**config.mk**
```make
export PLATFORM = sky130hd
export DESIGN_NAME = fit_policy_partition_allocator_flat
export DESIGN_NICKNAME = d
export VERILOG_FILES = /design/src/rtl/core/fpa_pkg.sv /design/src/rtl/core/fpa_req_if.sv /design/src/rtl/core/fpa_rsp_if.sv /design/src/rtl/core/fit_policy_partition_allocator.sv /design/src/rtl/core/fpa_datapath.sv /design/src/rtl/core/fpa_ctrl.sv /design/src/flat_wrapper.sv
export SDC_FILE = /design/constraint.sdc
export NUM_CORES = 1
export LEC_CHECK = 0
export BUFFER_PORTS_ARGS = -buffer_cell sky130_fd_sc_hd__buf_4
export CORE_MARGIN = 8
export CORE_UTILIZATION = 50
export CTS_BUF_LIST = sky130_fd_sc_hd__clkbuf_8
export CTS_CLUSTER_SIZE = 25
export DETAILED_ROUTE_END_ITERATION = 7
export PLACE_DENSITY = 0.76
export SLEW_MARGIN = 30
export SYNTH_ARGS = -nofsm -noshare
export SYNTH_HDL_FRONTEND = slang
export SYNTH_SLANG_ARGS = --single-unit
```
**constraint.sdc**
```tcl
create_clock -name clk -period 3.9 [get_ports clk]
set_clock_uncertainty 0.1 [all_clocks]
set_input_delay 0.195 -clock clk [delete_from_list [all_inputs] [get_ports clk]]
set_output_delay 0.195 -clock clk [all_outputs]
set_load 0.05 [all_outputs]
```
**src/rtl/core/fpa_pkg.sv**
```systemverilog
// Shared types and constants for the fit policy partition allocator.
package fpa_pkg;

    // Default number of table blocks.
    localparam int BLOCKS_DEF = 16;

    // Largest number of blocks that loads can address.
    localparam int ADDR_BLOCKS = 16;

    // Width of the request size and leftover fields.
    localparam int SIZE_W = 32;

    // Width of the block count register.
    localparam int COUNT_W = 5;

    // Configuration register indexes.
    localparam logic CFG_FIT_MODE    = 1'b0;
    localparam logic CFG_BLOCK_COUNT = 1'b1;

    // Placement policies; the unused code behaves as first fit.
    localparam logic [1:0] FIT_FIRST = 2'd0;
    localparam logic [1:0] FIT_BEST  = 2'd1;
    localparam logic [1:0] FIT_WORST = 2'd2;

    // Request operations.
    typedef enum logic [1:0] {
        OP_LOAD    = 2'd0,
        OP_RELEASE = 2'd1,
        OP_ALLOC   = 2'd2,
        OP_NONE    = 2'd3
    } fpa_op_t;

    // Commands from the controller to the datapath.
    typedef struct packed {
        logic       capture;
        logic       exec;
        logic       rd_en;
        logic [3:0] rd_addr;
        logic       finish;
    } fpa_cmd_t;

    // Status from the datapath to the controller.
    typedef struct packed {
        fpa_op_t op;
        logic    out_free;
    } fpa_status_t;

endpackage

```
**src/rtl/core/fpa_req_if.sv**
```systemverilog
// Request channel carrying one allocator operation.
interface fpa_req_if;
    logic        valid;
    logic        ready;
    logic [1:0]  op;
    logic [3:0]  block_index;
    logic [31:0] size_value;

    modport source (output valid, output op, output block_index, output size_value,
                    input ready);
    modport sink (input valid, input op, input block_index, input size_value,
                  output ready);
endinterface

```
**src/rtl/core/fpa_rsp_if.sv**
```systemverilog
// Response channel carrying one allocator result.
interface fpa_rsp_if;
    logic        valid;
    logic        ready;
    logic        granted;
    logic [3:0]  chosen_block;
    logic [31:0] leftover;

    modport source (output valid, output granted, output chosen_block, output leftover,
                    input ready);
    modport sink (input valid, input granted, input chosen_block, input leftover,
                  output ready);
endinterface

```
**src/rtl/core/fit_policy_partition_allocator.sv**
```systemverilog
// Top level of the fixed-partition allocator with selectable fit policy.
//
//   Channel  Dir  Handshake      Payload
//   req      in   valid/ready    op, block_index, size_value
//   rsp      out  valid/ready    granted, chosen_block, leftover
//   cfg      in   cfg_we         cfg_index, cfg_data (fit_mode, block_count)
//
// Load, release and unused ops, and an allocate with nothing to scan, pass from the idle
// state that accepts the request through the execute state to the writeback state, which
// presents the result. Any other allocate goes from the execute state to the scan state,
// which reads n = min(block_count, BLOCKS, 16) entries, one table read per cycle through a
// single compare unit, then through a drain state to the writeback state.
// Reset clears the taken flags, the config registers and the control state; the
// size table holds no reset value. A stalled response holds the sequencer in its
// writeback state; a new request is accepted once the previous one is written back.
module fit_policy_partition_allocator #(
    parameter int BLOCKS = fpa_pkg::BLOCKS_DEF
) (
    input  logic                        clk,
    input  logic                        rst_n,
    fpa_req_if.sink                     req,
    fpa_rsp_if.source                   rsp,
    input  logic                        cfg_we,
    input  logic                        cfg_index,
    input  logic [fpa_pkg::COUNT_W-1:0] cfg_data
);
    import fpa_pkg::*;

    localparam int LIM = (BLOCKS < ADDR_BLOCKS) ? BLOCKS : ADDR_BLOCKS;

    logic [1:0]         fit_mode_reg;
    logic [COUNT_W-1:0] block_count_reg;
    logic [COUNT_W-1:0] limit;
    fpa_cmd_t           cmd;
    fpa_status_t        status;

    // Configuration registers.
    always_ff @(posedge clk or negedge rst_n)
    begin
        if (!rst_n)
        begin
            fit_mode_reg    <= FIT_FIRST;
            block_count_reg <= '0;
        end
        else if (cfg_we)
        begin
            case (cfg_index)
                CFG_FIT_MODE:    fit_mode_reg    <= cfg_data[1:0];
                CFG_BLOCK_COUNT: block_count_reg <= cfg_data;
                default:         fit_mode_reg    <= fit_mode_reg;
            endcase
        end
    end

    // Number of entries an allocate scans.
    assign limit = (block_count_reg > COUNT_W'(LIM)) ? COUNT_W'(LIM) : block_count_reg;

    // Sequencer.
    fpa_ctrl u_ctrl (
        .clk       (clk),
        .rst_n     (rst_n),
        .req_valid (req.valid),
        .req_ready (req.ready),
        .limit     (limit),
        .status    (status),
        .cmd       (cmd)
    );

    // Table and compare datapath.
    fpa_datapath #(
        .BLOCKS (BLOCKS)
    ) u_datapath (
        .clk      (clk),
        .rst_n    (rst_n),
        .cmd      (cmd),
        .status   (status),
        .fit_mode (fit_mode_reg),
        .in_op    (req.op),
        .in_index (req.block_index),
        .in_size  (req.size_value),
        .rsp      (rsp)
    );

endmodule

```
**src/rtl/core/fpa_datapath.sv**
```systemverilog
// Block table, scan compare unit and result register of the allocator.
module fpa_datapath #(
    parameter int BLOCKS = fpa_pkg::BLOCKS_DEF
) (
    input  logic                clk,
    input  logic                rst_n,
    input  fpa_pkg::fpa_cmd_t   cmd,
    output fpa_pkg::fpa_status_t status,
    input  logic [1:0]          fit_mode,
    input  logic [1:0]          in_op,
    input  logic [3:0]          in_index,
    input  logic [31:0]         in_size,
    fpa_rsp_if.source           rsp
);
    import fpa_pkg::*;

    localparam int IDX_W = (BLOCKS > 1) ? $clog2(BLOCKS) : 1;

    // Captured request.
    fpa_op_t            op_reg;
    logic [3:0]         idx_reg;
    logic [SIZE_W-1:0]  size_reg;

    // Block table and taken flags.
    logic [SIZE_W-1:0]  size_mem [BLOCKS];
    logic [BLOCKS-1:0]  taken_reg;

    // Registered read of the entry under scan.
    logic [SIZE_W-1:0]  rd_size_reg;
    logic               rd_taken_reg;
    logic [IDX_W-1:0]   rd_idx_reg;
    logic               cmp_en_reg;

    // Best candidate so far.
    logic               found_reg;
    logic [IDX_W-1:0]   best_idx_reg;
    logic [SIZE_W-1:0]  best_size_reg;

    // Result register.
    logic               out_valid_reg;
    logic               out_granted_reg;
    logic [3:0]         out_block_reg;
    logic [SIZE_W-1:0]  out_left_reg;

    logic               load_hit;
    logic               cand;
    logic               take;
    logic               grant;
    logic [IDX_W-1:0]   load_addr;
    logic [IDX_W-1:0]   scan_addr;

    assign load_addr = IDX_W'(idx_reg);
    assign scan_addr = IDX_W'(cmd.rd_addr);
    assign load_hit  = (32'(idx_reg) < 32'(BLOCKS));

    // A free block that is large enough replaces the current pick by policy.
    assign cand  = cmp_en_reg && !rd_taken_reg && (rd_size_reg >= size_reg);
    assign take  = cand && (!found_reg
                   || ((fit_mode == FIT_BEST) && (rd_size_reg < best_size_reg))
                   || ((fit_mode == FIT_WORST) && (rd_size_reg > best_size_reg)));
    assign grant = (op_reg == OP_ALLOC) && found_reg;

    // Request capture.
    always_ff @(posedge clk)
    begin
        if (cmd.capture)
        begin
            op_reg   <= fpa_op_t'(in_op);
            idx_reg  <= in_index;
            size_reg <= in_size;
        end
    end

    // Table write on load and registered read during the scan.
    always_ff @(posedge clk)
    begin
        if (cmd.exec && (op_reg == OP_LOAD) && load_hit)
        begin
            size_mem[load_addr] <= size_reg;
        end
        if (cmd.rd_en)
        begin
            rd_size_reg  <= size_mem[scan_addr];
            rd_taken_reg <= taken_reg[scan_addr];
            rd_idx_reg   <= scan_addr;
        end
    end

    // Taken flags: cleared by load and release, set by a grant.
    always_ff @(posedge clk or negedge rst_n)
    begin
        if (!rst_n)
        begin
            taken_reg <= '0;
        end
        else if (cmd.exec && (op_reg == OP_LOAD) && load_hit)
        begin
            taken_reg[load_addr] <= 1'b0;
        end
        else if (cmd.exec && (op_reg == OP_RELEASE))
        begin
            taken_reg <= '0;
        end
        else if (cmd.finish && grant)
        begin
            taken_reg[best_idx_reg] <= 1'b1;
        end
    end

    // Compare stage control.
    always_ff @(posedge clk or negedge rst_n)
    begin
        if (!rst_n)
        begin
            cmp_en_reg <= 1'b0;
            found_reg  <= 1'b0;
        end
        else
        begin
            cmp_en_reg <= cmd.rd_en;
            if (cmd.capture)
            begin
                found_reg <= 1'b0;
            end
            else if (take)
            begin
                found_reg <= 1'b1;
            end
        end
    end

    // Best candidate payload.
    always_ff @(posedge clk)
    begin
        if (take)
        begin
            best_idx_reg  <= rd_idx_reg;
            best_size_reg <= rd_size_reg;
        end
    end

    // Result valid flag.
    always_ff @(posedge clk or negedge rst_n)
    begin
        if (!rst_n)
        begin
            out_valid_reg <= 1'b0;
        end
        else if (cmd.finish)
        begin
            out_valid_reg <= 1'b1;
        end
        else if (rsp.ready)
        begin
            out_valid_reg <= 1'b0;
        end
    end

    // Result payload; zero unless an allocate found a block.
    always_ff @(posedge clk)
    begin
        if (cmd.finish)
        begin
            out_granted_reg <= grant;
            out_block_reg   <= grant ? 4'(best_idx_reg) : 4'd0;
            out_left_reg    <= grant ? (best_size_reg - size_reg) : '0;
        end
    end

    assign rsp.valid        = out_valid_reg;
    assign rsp.granted      = out_granted_reg;
    assign rsp.chosen_block = out_block_reg;
    assign rsp.leftover     = out_left_reg;

    assign status.op       = op_reg;
    assign status.out_free = !out_valid_reg || rsp.ready;

    // A held pick always fits the request it was chosen for.
    assert property (@(posedge clk) disable iff (!rst_n)
        found_reg |-> (best_size_reg >= size_reg))
        else $error("picked block smaller than request");

    // A grant marks the chosen block taken.
    assert property (@(posedge clk) disable iff (!rst_n)
        (cmd.finish && grant) |=> taken_reg[$past(best_idx_reg)])
        else $error("granted block not marked taken");

    // A result is only produced when the output slot can take it.
    assert property (@(posedge clk) disable iff (!rst_n)
        cmd.finish |-> (!out_valid_reg || rsp.ready))
        else $error("result overwritten before delivery");

endmodule

```
**src/rtl/core/fpa_ctrl.sv**
```systemverilog
// Sequencer for request capture, table scan and result writeback.
module fpa_ctrl (
    input  logic                        clk,
    input  logic                        rst_n,
    input  logic                        req_valid,
    output logic                        req_ready,
    input  logic [fpa_pkg::COUNT_W-1:0] limit,
    input  fpa_pkg::fpa_status_t        status,
    output fpa_pkg::fpa_cmd_t           cmd
);
    import fpa_pkg::*;

    typedef enum logic [2:0] {
        S_IDLE,
        S_EXEC,
        S_SCAN,
        S_DRAIN,
        S_FINISH
    } state_t;

    state_t             state_reg;
    state_t             state_next;
    logic [COUNT_W-1:0] cnt_reg;
    logic [COUNT_W-1:0] cnt_next;
    logic [COUNT_W-1:0] cnt_inc;

    assign cnt_inc = cnt_reg + COUNT_W'(1);

    // Next state and scan counter.
    always_comb
    begin
        state_next = state_reg;
        cnt_next   = cnt_reg;
        case (state_reg)
            S_IDLE:
            begin
                if (req_valid)
                begin
                    state_next = S_EXEC;
                end
            end
            S_EXEC:
            begin
                cnt_next = '0;
                if ((status.op == OP_ALLOC) && (limit != '0))
                begin
                    state_next = S_SCAN;
                end
                else
                begin
                    state_next = S_FINISH;
                end
            end
            S_SCAN:
            begin
                cnt_next = cnt_inc;
                if (cnt_inc == limit)
                begin
                    state_next = S_DRAIN;
                end
            end
            S_DRAIN:
            begin
                state_next = S_FINISH;
            end
            S_FINISH:
            begin
                if (status.out_free)
                begin
                    state_next = S_IDLE;
                end
            end
            default:
            begin
                state_next = S_IDLE;
            end
        endcase
    end

    // State and counter registers.
    always_ff @(posedge clk or negedge rst_n)
    begin
        if (!rst_n)
        begin
            state_reg <= S_IDLE;
            cnt_reg   <= '0;
        end
        else
        begin
            state_reg <= state_next;
            cnt_reg   <= cnt_next;
        end
    end

    // Commands decoded from the state.
    assign req_ready   = (state_reg == S_IDLE);
    assign cmd.capture = req_ready && req_valid;
    assign cmd.exec    = (state_reg == S_EXEC);
    assign cmd.rd_en   = (state_reg == S_SCAN);
    assign cmd.rd_addr = cnt_reg[3:0];
    assign cmd.finish  = (state_reg == S_FINISH) && status.out_free;

    // Reads stay inside the scanned range.
    assert property (@(posedge clk) disable iff (!rst_n)
        cmd.rd_en |-> (cnt_reg < limit))
        else $error("scan read beyond block limit");

    // An accepted request is executed in the next cycle.
    assert property (@(posedge clk) disable iff (!rst_n)
        cmd.capture |=> (cmd.exec && !req_ready))
        else $error("captured request not executed");

    // Writeback returns the sequencer to idle.
    assert property (@(posedge clk) disable iff (!rst_n)
        cmd.finish |=> req_ready)
        else $error("no return to idle after writeback");

endmodule

```
**src/flat_wrapper.sv**
```systemverilog
// flat-port wrapper written by rule: the top's interface ports become plain ports
module fit_policy_partition_allocator_flat import fpa_pkg::*;
#(
    parameter int BLOCKS = fpa_pkg::BLOCKS_DEF
)
  (clk, rst_n, cfg_we, cfg_index, cfg_data, req_valid, req_op, req_block_index, req_size_value, req_ready, rsp_valid, rsp_granted, rsp_chosen_block, rsp_leftover, rsp_ready);
  fpa_req_if req_i ();
  fpa_rsp_if rsp_i ();
  input  logic clk;
  input  logic rst_n;
  input  logic cfg_we;
  input  logic cfg_index;
  input  logic [fpa_pkg::COUNT_W-1:0] cfg_data;
  input wire logic [$bits(req_i.valid)-1:0] req_valid;
  input wire logic [$bits(req_i.op)-1:0] req_op;
  input wire logic [$bits(req_i.block_index)-1:0] req_block_index;
  input wire logic [$bits(req_i.size_value)-1:0] req_size_value;
  output wire logic [$bits(req_i.ready)-1:0] req_ready;
  output wire logic [$bits(rsp_i.valid)-1:0] rsp_valid;
  output wire logic [$bits(rsp_i.granted)-1:0] rsp_granted;
  output wire logic [$bits(rsp_i.chosen_block)-1:0] rsp_chosen_block;
  output wire logic [$bits(rsp_i.leftover)-1:0] rsp_leftover;
  input wire logic [$bits(rsp_i.ready)-1:0] rsp_ready;
  assign req_i.valid = req_valid;
  assign req_i.op = req_op;
  assign req_i.block_index = req_block_index;
  assign req_i.size_value = req_size_value;
  assign req_ready = req_i.ready;
  assign rsp_valid = rsp_i.valid;
  assign rsp_granted = rsp_i.granted;
  assign rsp_chosen_block = rsp_i.chosen_block;
  assign rsp_leftover = rsp_i.leftover;
  assign rsp_i.ready = rsp_ready;
  fit_policy_partition_allocator #(.BLOCKS(BLOCKS)) u_core (.clk(clk), .rst_n(rst_n), .req(req_i), .rsp(rsp_i), .cfg_we(cfg_we), .cfg_index(cfg_index), .cfg_data(cfg_data));
endmodule
```
==> reports/metrics.yaml, run 1 <==
final-hold-violation-count: 0
routed_via_density: 5.86
largest-register: "u_core.u_datapath.size_mem"
die_area_um2: 66700
p_clk_frac: 0.277
path_common_cell: "o21ai_1"
totalPowerFinal_mw: 19.6
arrival_ns: 3.90
crit_chain: "inv_1, ha_1, and3_1, o2111a_1, nor4_1, o21ai_1, a31oi_1, o21ai_1, xnor2_1, nor2_1"
cts_buffers: 107
final_nets: 2199
tritoncts: "yes"
ctsHoldBuffers: 54
post_cts_buffers: 0
clk_latency_ns: 0.72
max_freq_mhz: 282
met3_wirelength_um: 5210
reg2reg_slack_ns: 0.35
yosys_warnings: 0
final_area_um2: 33900
rsz0062_at_grt: "false"
worstSetupStartpointType: "flip-flop"
drtIter0Drc: 1512
grt_first_pass_wirelength_um: 104000
crit_slowest_cell: "edfxtp_1"
clk_pin_slew_worst_paths_ns: 0.06
tightest_slew_ns: 0.967
ir_worst_vdd_v: 0.000507
intPower_mw: 13.5
first_pass_iters: 5
p_seq_frac: 0.492
highest_layer: "met5"
critPathMaxFanout: 17
final_cell_mix: "edfxtp_1 (660), buf_4 (132), inv_1 (122)"
p_sw_mw: 6.01
final_common_cell: "edfxtp_1"
synth_cells: 1818
dr_wl_met2_um: 31600
wl_per_cell_um: 23.6
die_width_um: 258
setup_viol: 0
path_buf_inv: 1
rows: 89
grt_usage: 0.204
clock_tree.buffer_depth: 3
grt_max_degree: 60
cts.root.buffer_cell: "clkbuf_8"
whs_ns: 0.0916
fin_tns_setup_ns: 0
cts_max_level: 3
slew_violations: 0
syn_area_per_cell_um2: 16.1
die_y_um: 258
worstSetupPathType: "reg -> reg"
critical_path.reg2reg.startpoint: "u_core.u_datapath.size_reg[11]$_DFFE_PP_"
relSlewSlack: 0.355
place_area_um2: 31400
reg2reg_to: "u_core.u_datapath.rsp.leftover[24]$_SDFFCE_PN0P_"
status: "finished clean"
max_cap_viol_count: 0
gp_congestion: 0.882
hpwl_um: 40700
crit_family: "compound AO/OA/AOI/OAI gates"
drc: 0
syn_nets: 1964
start_util: 0.501
wirelength_um: 68700
fillCellCount: 4432
io_pins: 88
max_stage_delay_ns: 0.65
critPathCaptureType: "flip-flop"
cts.sinks: 694
async_flop_share: 0.0490
portBuffers: 87
antenna_found_initial: 3
synth.yosys.seq_area_share: 0.704
detailroute.via_count: 17100
r2r_cells: 10
final.min_clock_period_ns: 3.55
syn_to_final_growth_pct: 15.4
power.density_nw_per_um2: 578
ant_nets: 0
ys.flop_type: "edfxtp_1"
crit_path_start: "u_core.u_datapath.size_reg[11]$_DFFE_PP_"
period_share: 0.909
cts_resized: 0
drive_above_1_share: 0.191
p_leak_nw: 12.0
combPwrFrac: 0.230
grt_overflow_total: 0
yosys_register_bits: 694
post-route-util: 0.578
synth_edf_count: 660
largest_reg_flops: 512
timing.critical_path.to: "u_core.u_datapath.rsp.leftover[24]$_SDFFCE_PN0P_"
hp-class: "in -> reg"
grt_pass1_vias: 17300
cp.required_ns: 4.25
ys_types: 71
syn_area_um2: 29400
m1WireLength_um: 29400
swShare: 0.307
coreArea_um2: 58600
worst-path-stages: 10
[kinds of logic after synthesis]
group / count (synthesis) / synth area share
flops: 694 / 0.704
mux: 208 / 0.100
compound gates: 375 / 0.0813
buf+inv: 152 / 0.0206
xor+xnor: 29 / 0.00865
simple gates: 263 / 0.0432
fa+ha+maj: 97 / 0.0416
[cell usage after synthesis (7+ instances only)]
master / number / area [µm²]
nand2b_1: 11 / 68.8
inv_1: 81 / 304
a21oi_1: 86 / 430
dfrtp_1: 34 / 851
nand4_1: 12 / 75.1
nor2_1: 68 / 255
xnor2_1: 15 / 131
clkbuf_1: 48 / 180
a22oi_1: 33 / 248
xor2_1: 14 / 123
mux2i_1: 110 / 1100
mux4_2: 66 / 1490
ha_1: 96 / 1200
and3_1: 11 / 68.8
a21o_1: 24 / 180
o21ai_0: 118 / 591
nor2b_1: 14 / 87.6
a31oi_1: 15 / 93.8
nor3_1: 15 / 75.1
edfxtp_1: 660 / 19800
a221oi_1: 34 / 298
nand2_1: 85 / 319
nand3_1: 15 / 75.1
buf_2: 19 / 95.1
o21bai_1: 7 / 52.6
mux2_2: 32 / 360
[area by class of cell]
class | count | area [µm²] | share of cell area
diodes | 1 | 2.50 | 0.0000739
flip-flops and latches | 694 | 20700 | 0.610
clock buffers | 107 | 1470 | 0.0435
clock inverters | 85 | 430 | 0.0127
repair buffers | 197 | 1760 | 0.0520
multi-input cells | 972 | 8260 | 0.244
well taps | 773 | 967 | 0.0286
inverters | 81 | 304 | 0.00898
[power by group through the flow]
stage | clock [mW] | sequential [mW] | combinational, mW
6_report | 5.42 | 9.63 | 4.50
5_1_grt | 5.88 | 9.70 | 4.87
4_1_cts | 5.55 | 9.63 | 4.51
3_5_place_dp | 0 | 9.78 | 4.43
3_3_place_gp | 0 | 9.74 | 4.35
2_1_floorplan | 0 | 9.81 | 2.89
[worst reg2reg max path, stage by stage, from the launching register on]
cell and delay (ns):
edfxtp_1 0.65, inv_1 0.26, ha_1 0.44, and3_1 0.22, o2111a_1 0.26, nor4_1 0.25
o21ai_1 0.23, a31oi_1 0.48, o21ai_1 0.17, xnor2_1 0.18, nor2_1 0.06
[metrics by stage]
step	worst slack [ns]	instances
floorplan	0.444	1818
global placement	0.620	2663
detailed placement	0.407	2663
CTS	0.441	2909
global route	0.139	2910
finish	0.355	2910
[layer usage]
metal,up-vias,track usage
li1,7653,-
met1,8459,0.280
met2,772,0.317
met3,163,0.0400
met4,4,0.0876
met5,-,0
[worst min path at each step]
stage,start,to,slack (ns),depth (start not counted)
6_report,req_size_value[14],u_core.u_datapath.size_reg[14]$_DFFE_PP_,0.09,2
5_1_grt,req_size_value[28],u_core.u_datapath.size_reg[28]$_DFFE_PP_,0.06,2
4_1_cts,req_size_value[29],u_core.u_datapath.size_reg[29]$_DFFE_PP_,0.03,2
3_5_place_dp,rst_n,u_core.u_datapath.taken_reg[14]$_DFFE_PN0P_,0.07,1
3_3_place_gp,rst_n,u_core.u_datapath.taken_reg[15]$_DFFE_PN0P_,0.06,1
2_1_floorplan,rst_n,u_core.block_count_reg[0]$_DFFE_PN0P_,-0.20,0
No activity file was read; power rests on OpenSTA's default activity.
==> inputs of run 2 (changes only) <==
Settings changed: PLACE_DENSITY 0.76 to 0.69.
==> reports/metrics.yaml, run 2 (synthesized netlist as in run 1, its figures left out) <==
io_pins: 88
drtIter0Drc: 1741
final.min_clock_period_ns: 3.38
critPathCaptureType: "flip-flop"
clk_latency_ns: 0.71
final_nets: 2208
ant_nets: 0
syn_to_final_growth_pct: 16.2
final_common_cell: "edfxtp_1"
final-hold-violation-count: 0
grt_first_pass_wirelength_um: 108000
drive_above_1_share: 0.197
routed_via_density: 5.89
fin_tns_setup_ns: 0
largest-register: "u_core.u_datapath.size_mem"
largest_reg_flops: 512
max_freq_mhz: 295
rsz0062_at_grt: "false"
cts_buffers: 108
clk_pin_slew_worst_paths_ns: 0.06
setup_viol: 0
slew_violations: 0
crit_slowest_cell: "edfxtp_1"
status: "finished clean"
max_stage_delay_ns: 0.74
gp_congestion: 0.892
place_area_um2: 31600
ir_worst_vdd_v: 0.000676
critPathMaxFanout: 27
cp.required_ns: 4.23
grt_max_degree: 58
start_util: 0.501
worstSetupPathType: "reg -> reg"
rows: 89
die_area_um2: 66700
clock_tree.buffer_depth: 3
power.density_nw_per_um2: 582
cts_resized: 0
cts_max_level: 3
wirelength_um: 72600
arrival_ns: 3.72
die_y_um: 258
tritoncts: "yes"
cts.root.buffer_cell: "clkbuf_8"
die_width_um: 258
drc: 0
coreArea_um2: 58600
grt_usage: 0.215
period_share: 0.868
final_cell_mix: "edfxtp_1 (660), buf_4 (134), o21ai_0 (118)"
portBuffers: 87
relSlewSlack: 0.434
first_pass_iters: 6
cts.sinks: 694
p_leak_nw: 12.1
hpwl_um: 43000
grt_overflow_total: 0
final_area_um2: 34100
wl_per_cell_um: 24.9
detailroute.via_count: 17200
worstSetupStartpointType: "flip-flop"
tightest_slew_ns: 0.850
max_cap_viol_count: 0
antenna_found_initial: 2
fillCellCount: 4484
crit_chain: "ha_1, nand2b_1, a2111oi_0, o21ai_0, a21oi_1, o211ai_1, a211o_1, nand3b_1, a21oi_4, buf_12"
hp-class: "in -> reg"
grt_pass1_vias: 17400
-- run 2: changes by cell type in the layout (fill, tap and decap cells not counted), sizes merged --
cell and change:
clkbuf +7, inv -4, bufinv +2, clkinvlp -2, buf +8, diode +1
-- run 2: report_power, final --
group | total, mW | switching (mW) | internal [mW]
clock | 5.66 | 2.77 | 2.89
combinational | 4.57 | 2.73 | 1.84
sequential | 9.61 | 0.546 | 9.06
total | 19.8 | 6.05 | 13.8
-- run 2: final timing paths --
kind | startpoint | endpoint | slack (ns) | depth (start not counted)
max reg2reg | u_core.u_datapath.size_reg[0]$_DFFE_PP_ | u_core.u_datapath.best_idx_reg[3]$_DFFE_PP_ | 0.52 | 10
max in group asynchronous | rst_n | u_core.u_ctrl.cnt_reg[1]$_DFFE_PN0P_ | 3.06 | 4
min reg2reg | u_core.u_datapath.rd_idx_reg[0]$_DFFE_PP_ | u_core.u_datapath.best_idx_reg[0]$_DFFE_PP_ | 0.32 | 0
min | req_size_value[10] | u_core.u_datapath.size_reg[10]$_DFFE_PP_ | 0.11 | 2
min in group asynchronous | rst_n | u_core.u_datapath.taken_reg[5]$_DFFE_PN0P_ | 0.43 | 4
max | u_core.u_datapath.size_reg[0]$_DFFE_PP_ | u_core.u_datapath.best_idx_reg[3]$_DFFE_PP_ | 0.52 | 10
-- run 2: cell type report --
type | instances | area [µm²] | share of cell area
diodes | 2 | 5.00 | 0.000147
clock buffers | 114 | 1570 | 0.0460
clock inverters | 81 | 417 | 0.0122
inverters | 81 | 304 | 0.00892
multi-input cells | 972 | 8260 | 0.242
flip-flops and latches | 694 | 20700 | 0.607
well taps | 773 | 967 | 0.0284
repair buffers | 205 | 1900 | 0.0556
-- run 2: per-layer routing --
metal / part of all wire / GRT usage / vias to the layer above
li1: - / - / 7666
met1: 0.42 / 0.302 / 8630
met2: 0.46 / 0.328 / 789
met3: 0.079 / 0.0378 / 140
met4: 0.039 / 0.0964 / 0
met5: 0 / 0 / -
-- run 2: critical path, delay by kind of cell (launching register included) --
kind / cells / cell delay (ns)
fa+ha+maj: 1 / 0.33
simple gates: 2 / 0.28
compound gates: 6 / 1.43
buf+inv: 1 / 0.21
flops: 1 / 0.74
-- run 2: metrics by stage --
step | instances | setup slack, ns | hold slack (ns) | util | total power [mW]
after floorplan | 1818 | 0.444 | -0.201 | - | 12.7
after global placement | 2671 | 0.563 | 0.0818 | 0.539 | 14.1
after detailed placement | 2671 | 0.500 | 0.0838 | 0.539 | 14.2
after CTS | 2920 | 0.523 | 0.0400 | 0.582 | 20.0
after global routing | 2921 | 0.309 | 0.0739 | 0.582 | 20.7
final | 2922 | 0.516 | 0.110 | 0.582 | 19.8
-- run 2: timing repair --
action	CTS	global route
hold endpoints to repair	82	0
hold buffers	54	0
buffers inserted	0	0
